**src/hw/rtl/dtlc_pkg.sv**
```systemverilog
// Shared types, constants and microcode for the decision tree leaf counter.
// Depends on nothing; every other file refers to it by scoped names.
package dtlc_pkg;

  localparam int NODE_COUNT    = 256;
  localparam int NODE_BITS     = $clog2(NODE_COUNT);
  localparam int FEATURE_COUNT = 16;
  localparam int FEAT_BITS     = $clog2(FEATURE_COUNT);
  localparam int VALUE_BITS    = 16;
  localparam int COUNT_BITS    = 16;
  localparam int ACTION_BITS   = 3;
  localparam int STEP_BITS     = $clog2(NODE_COUNT + 1);
  localparam int LEAF_CAP      = (NODE_COUNT - 1) < 255 ? (NODE_COUNT - 1) : 255;
  localparam int RANK_BITS     = 8;
  localparam int UPC_BITS      = 4;

  localparam logic [COUNT_BITS-1:0] COUNT_MAX = '1;

  // command codes
  typedef enum logic [ACTION_BITS-1:0] {
    ACT_WNODE    = 3'd0,
    ACT_WFEAT    = 3'd1,
    ACT_CLASSIFY = 3'd2,
    ACT_READ     = 3'd3,
    ACT_CLEAR    = 3'd4
  } action_t;

  // node table read source
  typedef enum logic [1:0] {NRD_NONE, NRD_ROOT, NRD_STEP} nrd_t;
  // count store read address source
  typedef enum logic [1:0] {CRD_NONE, CRD_ORD, CRD_QUERY} crd_t;
  // jump conditions
  typedef enum logic [1:0] {COND_NONE, COND_MORE, COND_MISS} cond_t;
  // result word format
  typedef enum logic [2:0] {RES_NONE, RES_ZERO, RES_LEAF, RES_READ, RES_ERR} res_t;

  typedef logic [UPC_BITS-1:0] upc_t;

  // one control word
  typedef struct packed {
    nrd_t  nrd;
    crd_t  crd;
    logic  node_wr;
    logic  feat_wr;
    logic  cnt_inc;
    logic  cnt_clr;
    res_t  res;
    cond_t cond;
    upc_t  target;
    logic  last;
  } ctrl_t;

  // walk status back to the sequencer
  typedef struct packed {
    logic hit;
    logic bound;
  } stat_t;

  // node table entry with its leaf rank
  typedef struct packed {
    logic                  leaf;
    logic [RANK_BITS-1:0]  rank;
    logic [FEAT_BITS-1:0]  feat;
    logic [VALUE_BITS-1:0] value;
    logic [NODE_BITS-1:0]  left;
    logic [NODE_BITS-1:0]  right;
  } node_t;

  // microprogram addresses
  localparam upc_t U_WNODE = 4'd0;
  localparam upc_t U_WFEAT = 4'd1;
  localparam upc_t U_CL0   = 4'd2;
  localparam upc_t U_CL1   = 4'd3;
  localparam upc_t U_CL2   = 4'd4;
  localparam upc_t U_CL3   = 4'd5;
  localparam upc_t U_CL4   = 4'd6;
  localparam upc_t U_CLERR = 4'd7;
  localparam upc_t U_RD0   = 4'd8;
  localparam upc_t U_RD1   = 4'd9;
  localparam upc_t U_CLR   = 4'd10;
  localparam upc_t U_NOP   = 4'd11;

  localparam ctrl_t IDLE_CTRL = '{nrd: NRD_NONE, crd: CRD_NONE, node_wr: 1'b0,
                                  feat_wr: 1'b0, cnt_inc: 1'b0, cnt_clr: 1'b0,
                                  res: RES_NONE, cond: COND_NONE, target: U_NOP,
                                  last: 1'b0};

  // microprogram ROM
  function automatic ctrl_t ucode_rom(input upc_t pc);
    ctrl_t w;
    w = IDLE_CTRL;
    unique case (pc)
      U_WNODE: begin w.node_wr = 1'b1; w.res = RES_ZERO; w.last = 1'b1; end
      U_WFEAT: begin w.feat_wr = 1'b1; w.res = RES_ZERO; w.last = 1'b1; end
      U_CL0:   w.nrd = NRD_ROOT;
      U_CL1:   begin w.nrd = NRD_STEP; w.cond = COND_MORE; w.target = U_CL1; end
      U_CL2:   begin w.cond = COND_MISS; w.target = U_CLERR; end
      U_CL3:   w.crd = CRD_ORD;
      U_CL4:   begin w.cnt_inc = 1'b1; w.res = RES_LEAF; w.last = 1'b1; end
      U_CLERR: begin w.res = RES_ERR; w.last = 1'b1; end
      U_RD0:   w.crd = CRD_QUERY;
      U_RD1:   begin w.res = RES_READ; w.last = 1'b1; end
      U_CLR:   begin w.cnt_clr = 1'b1; w.res = RES_ZERO; w.last = 1'b1; end
      default: begin w.res = RES_ZERO; w.last = 1'b1; end
    endcase
    return w;
  endfunction

  // entry point of each command
  function automatic upc_t entry_of(input logic [ACTION_BITS-1:0] act);
    upc_t e;
    unique case (act)
      ACT_WNODE:    e = U_WNODE;
      ACT_WFEAT:    e = U_WFEAT;
      ACT_CLASSIFY: e = U_CL0;
      ACT_READ:     e = U_RD0;
      ACT_CLEAR:    e = U_CLR;
      default:      e = U_NOP;
    endcase
    return e;
  endfunction

endpackage

```
**src/hw/rtl/dtlc_sequencer.sv**
```systemverilog
// Microprogram sequencer: step counter, ROM fetch and conditional jumps.
// Depends on dtlc_pkg for the control word, ROM and entry table.
module dtlc_sequencer (
  input  logic                              clk,
  input  logic                              rst,
  input  logic                              start,
  input  logic [dtlc_pkg::ACTION_BITS-1:0]  action,
  input  dtlc_pkg::stat_t                   stat,
  output logic                              busy,
  output dtlc_pkg::ctrl_t                   ctl
);

  dtlc_pkg::upc_t  pc;
  dtlc_pkg::ctrl_t word;
  logic            taken;

  // fetch
  assign word = dtlc_pkg::ucode_rom(pc);
  assign ctl  = busy ? word : dtlc_pkg::IDLE_CTRL;

  // jump condition
  always_comb begin
    case (word.cond)
      dtlc_pkg::COND_MORE: taken = !stat.hit && !stat.bound;
      dtlc_pkg::COND_MISS: taken = !stat.hit;
      default:             taken = 1'b0;
    endcase
  end

  // step counter and busy flag
  always_ff @(posedge clk) begin
    if (rst) begin
      busy <= 1'b0;
      pc   <= dtlc_pkg::U_NOP;
    end else if (!busy) begin
      if (start) begin
        busy <= 1'b1;
        pc   <= dtlc_pkg::entry_of(action);
      end
    end else begin
      if (word.last) busy <= 1'b0;
      pc <= taken ? word.target : pc + 1'b1;
    end
  end

endmodule

```
**config.mk**
```make
export PLATFORM = sky130hd
export DESIGN_NAME = dtlc_sequencer
export DESIGN_NICKNAME = d
export VERILOG_FILES = /design/src/hw/rtl/dtlc_pkg.sv /design/src/hw/rtl/dtlc_sequencer.sv
export SDC_FILE = /design/constraint.sdc
export NUM_CORES = 1
export LEC_CHECK = 0
export ABC_AREA = 1
export BUFFER_PORTS_ARGS = -buffer_cell sky130_fd_sc_hd__buf_2
export CORE_MARGIN = 8
export CORE_UTILIZATION = 40
export CTS_CLUSTER_DIAMETER = 80
export CTS_CLUSTER_SIZE = 12
export DETAILED_ROUTE_END_ITERATION = 8
export PLACE_DENSITY_LB_ADDON = 0.05
export SYNTH_ARGS = -nofsm -noshare
export SYNTH_HDL_FRONTEND = slang
export SYNTH_SLANG_ARGS = --single-unit
```
**constraint.sdc**
```tcl
create_clock -name clk -period 5.3 [get_ports clk]
set_clock_uncertainty 0.05 [all_clocks]
set_input_delay 0.795 -clock clk [delete_from_list [all_inputs] [get_ports clk]]
set_output_delay 0.795 -clock clk [all_outputs]
set_load 0.02 [all_outputs]
```
==> flow_summary.yaml <==
status:
  status: "finished clean"
critical_path:
  startpoint_type: "register"
  cp_top_family: "adder cells"
  path_buf_inv: 3
  cpMaxStageDelayCell: "dfxtp_1"
  end_kind: "primary output"
  critical_path_required_ps: 4450
  cp_cell_sequence: "ha_1, inv_1, nor2_4, inv_2, ha_1, or2_1, nor2_1, buf_2"
  critPathKind: "reg -> out"
  crit_top_cell: "ha_1"
  crit_arrival_ps: 2000
  slowest_delay_ps: 450
  worst-path-max-fanout: 7
  rrSetupSlack_ps: 3200
placement:
  io_buffers: 24
  post-place-ws_ps: 2730
  gp_congestion: 0.800
  placed_cell_area_sq_um: 769
  dpl.hpwl_um: 1330
synth:
  avgSynthCellArea_sq_um: 6.41
  synth_edf_count: 0
  synth-seq-area-share_pct: 15.0
  async_flop_share_pct: 0
  syn_area_sq_um: 667
  ys_types: 27
  synth.largest_area_cell: "dfxtp_1"
  synth_seq_cells: 5
  synth.top_cell.area_share_pct: 15.0
  synth_area_leaders: "dfxtp_1 (15%), ha_1 (13%), nand2_1 (12%), inv_1 (6.8%), nor2_1 (6.8%)"
  yosys_warnings: 0
  synthFlopType: "dfxtp_1"
  syn_inst: 104
grt:
  grt_overflow: 0
  grt_util_met3_pct: 2.25
  grt_pass1_wl_um: 2890
  use_met1_pct: 13.4
  use_met2_pct: 15.5
  antenna_found_initial: 0
  grt_max_degree: 11
  grt_util_all_layers_pct: 10.4
  busiest_layer: "met2"
  grt_pass1_vias: 690
pwr:
  p_per_area_mw_per_mm2: 207
  power_uw: 165
  leakagePower_nw: 0.453
  ir_drop_uv: 82.1
cells_and_area:
  syn_to_final_growth_pct: 19.3
  antenna-diode-count: 0
  nFillCells: 169
  finalNetCount: 144
  drive_above_1_share_pct: 35.9
  fin_area_sq_um: 796
routing:
  avgViaCountPerCell: 4.60
  drt_iter0_markers: 8
  wl_um: 1640
  detail-route-antenna-nets: 0
  vias: 662
  first_pass_iters: 4
  post-route-drc-count: 0
  wl_per_cell_um: 11.4
cts:
  ctsResizeCount: 0
  hold_buffers: 0
  max-clock-path-buffers: 2
  cts_tree: "yes"
  cts_htree_levels: 1
  clock-sinks: 5
  cts_made_buffers: 3
  cts.clk_slew.worst_paths_ps: 50
  worstSkewPairLatency_ps: 250
  cts_root_buf: "clkbuf_4"
  post-cts-setup-buffers: 0
floorplan:
  die_w_um: 56.8
  num_rows: 14
  core_area_sq_mm: 0.00154
  pin_count: 27
  die-area_sq_mm: 0.00323
  die_y_um: 56.8
  initial_utilization_pct: 43.3
timing:
  holdWs_ps: 540
  final-hold-violation-count: 0
  tns_ps: 0
  rsz0062_at_grt: "false"
  min_period_ps: 2840
  layout_setup_ws_ps: 2460
  setup_viol: 0
  fmax_ghz: 0.352
  finalCritPeriodShare_pct: 53.6
  drv_slew: 0
flow_run:
  maxCapViolCount: 0
hold_path:
  hold_class: "reg -> reg"
## synthesized netlist by cell type (all sizes together) (2+ instances only)
cell / n
nand3: 9
or2: 2
dfxtp: 5
nor2: 16
inv: 18
a21oi: 5
o21ai: 3
nor3: 4
buf: 5
ha: 7
nand2: 25
## sequential cells by signal, summed over array words and instances, names as in the netlist
signal,cells
pc,4
busy,1
## worst paths after layout
check                           cells after the start  startpoint      to
worst max-delay path                                8       pc[0]  ctl[5]
worst min-delay path                                3       pc[0]   pc[0]
worst max register to register                     10       pc[0]   pc[3]
worst min register to register                      3       pc[0]   pc[0]
## placed cells by master (no fill, tap or decap), types with 2 or more instances in the layout
cell       n
buf_2     24
inv_2      5
nor3_1     3
o21ai_2    2
clkbuf_4   3
nor2_4     3
nor2_1    12
dfxtp_1    5
nand2_1   21
nand3_1    7
inv_1     12
nand2_2    3
nand3_2    2
ha_1       7
conb_1     2
a21oi_1    5
## metrics by stage
stage          cells  utilization [%]
2_1_floorplan    105                -
3_3_place_gp     140             49.9
3_5_place_dp     140             49.9
4_1_cts          144             51.6
5_1_grt          144             51.6
6_report         144             51.6
## tightest hold or removal path: cells and delay by family, from the launching register on
kind	cells	cell delay, ps
DFF	1	370
and+or+nand+nor	3	190
## power by group
part           switching, mW  total, mW  internal [mW]
Sequential           0.00949     0.0513         0.0418
Clock                 0.0188     0.0474         0.0287
Combinational         0.0422     0.0660         0.0238
## logic make-up (layout without fill, tap and decap cells)
logic type / after synthesis / count (layout) / share of synthesized area (%)
other: 1 / 2 / 0.562
and+or+nand+nor: 57 / 57 / 43.9
AOI/OAI and AO/OA: 10 / 10 / 9.38
buffers and inverters: 23 / 46 / 16.7
DFF: 5 / 5 / 15.0
xor gates and xnor gates: 1 / 1 / 1.31
adders and majority gates: 7 / 7 / 13.1
## final cells by class
class	count	area [sq um]	share of cell area, %
Clock buffer	4	26.3	3.30
Inverter	18	70.1	8.81
Multi-Input combinational cell	77	459	57.7
Sequential cell	5	100	12.6
Tap cell	16	20.0	2.52
Timing Repair Buffer	24	120	15.1
## layer usage
| metal | part of all wire, % | vias up |
|---|---|---|
| li1 | - | 364 |
| met1 | 50 | 274 |
| met2 | 42 | 20 |
| met3 | 5.4 | 4 |
| met4 | 1.8 | 0 |
| met5 | 0 | - |
Note: power is estimated with default switching activity, not from simulation.
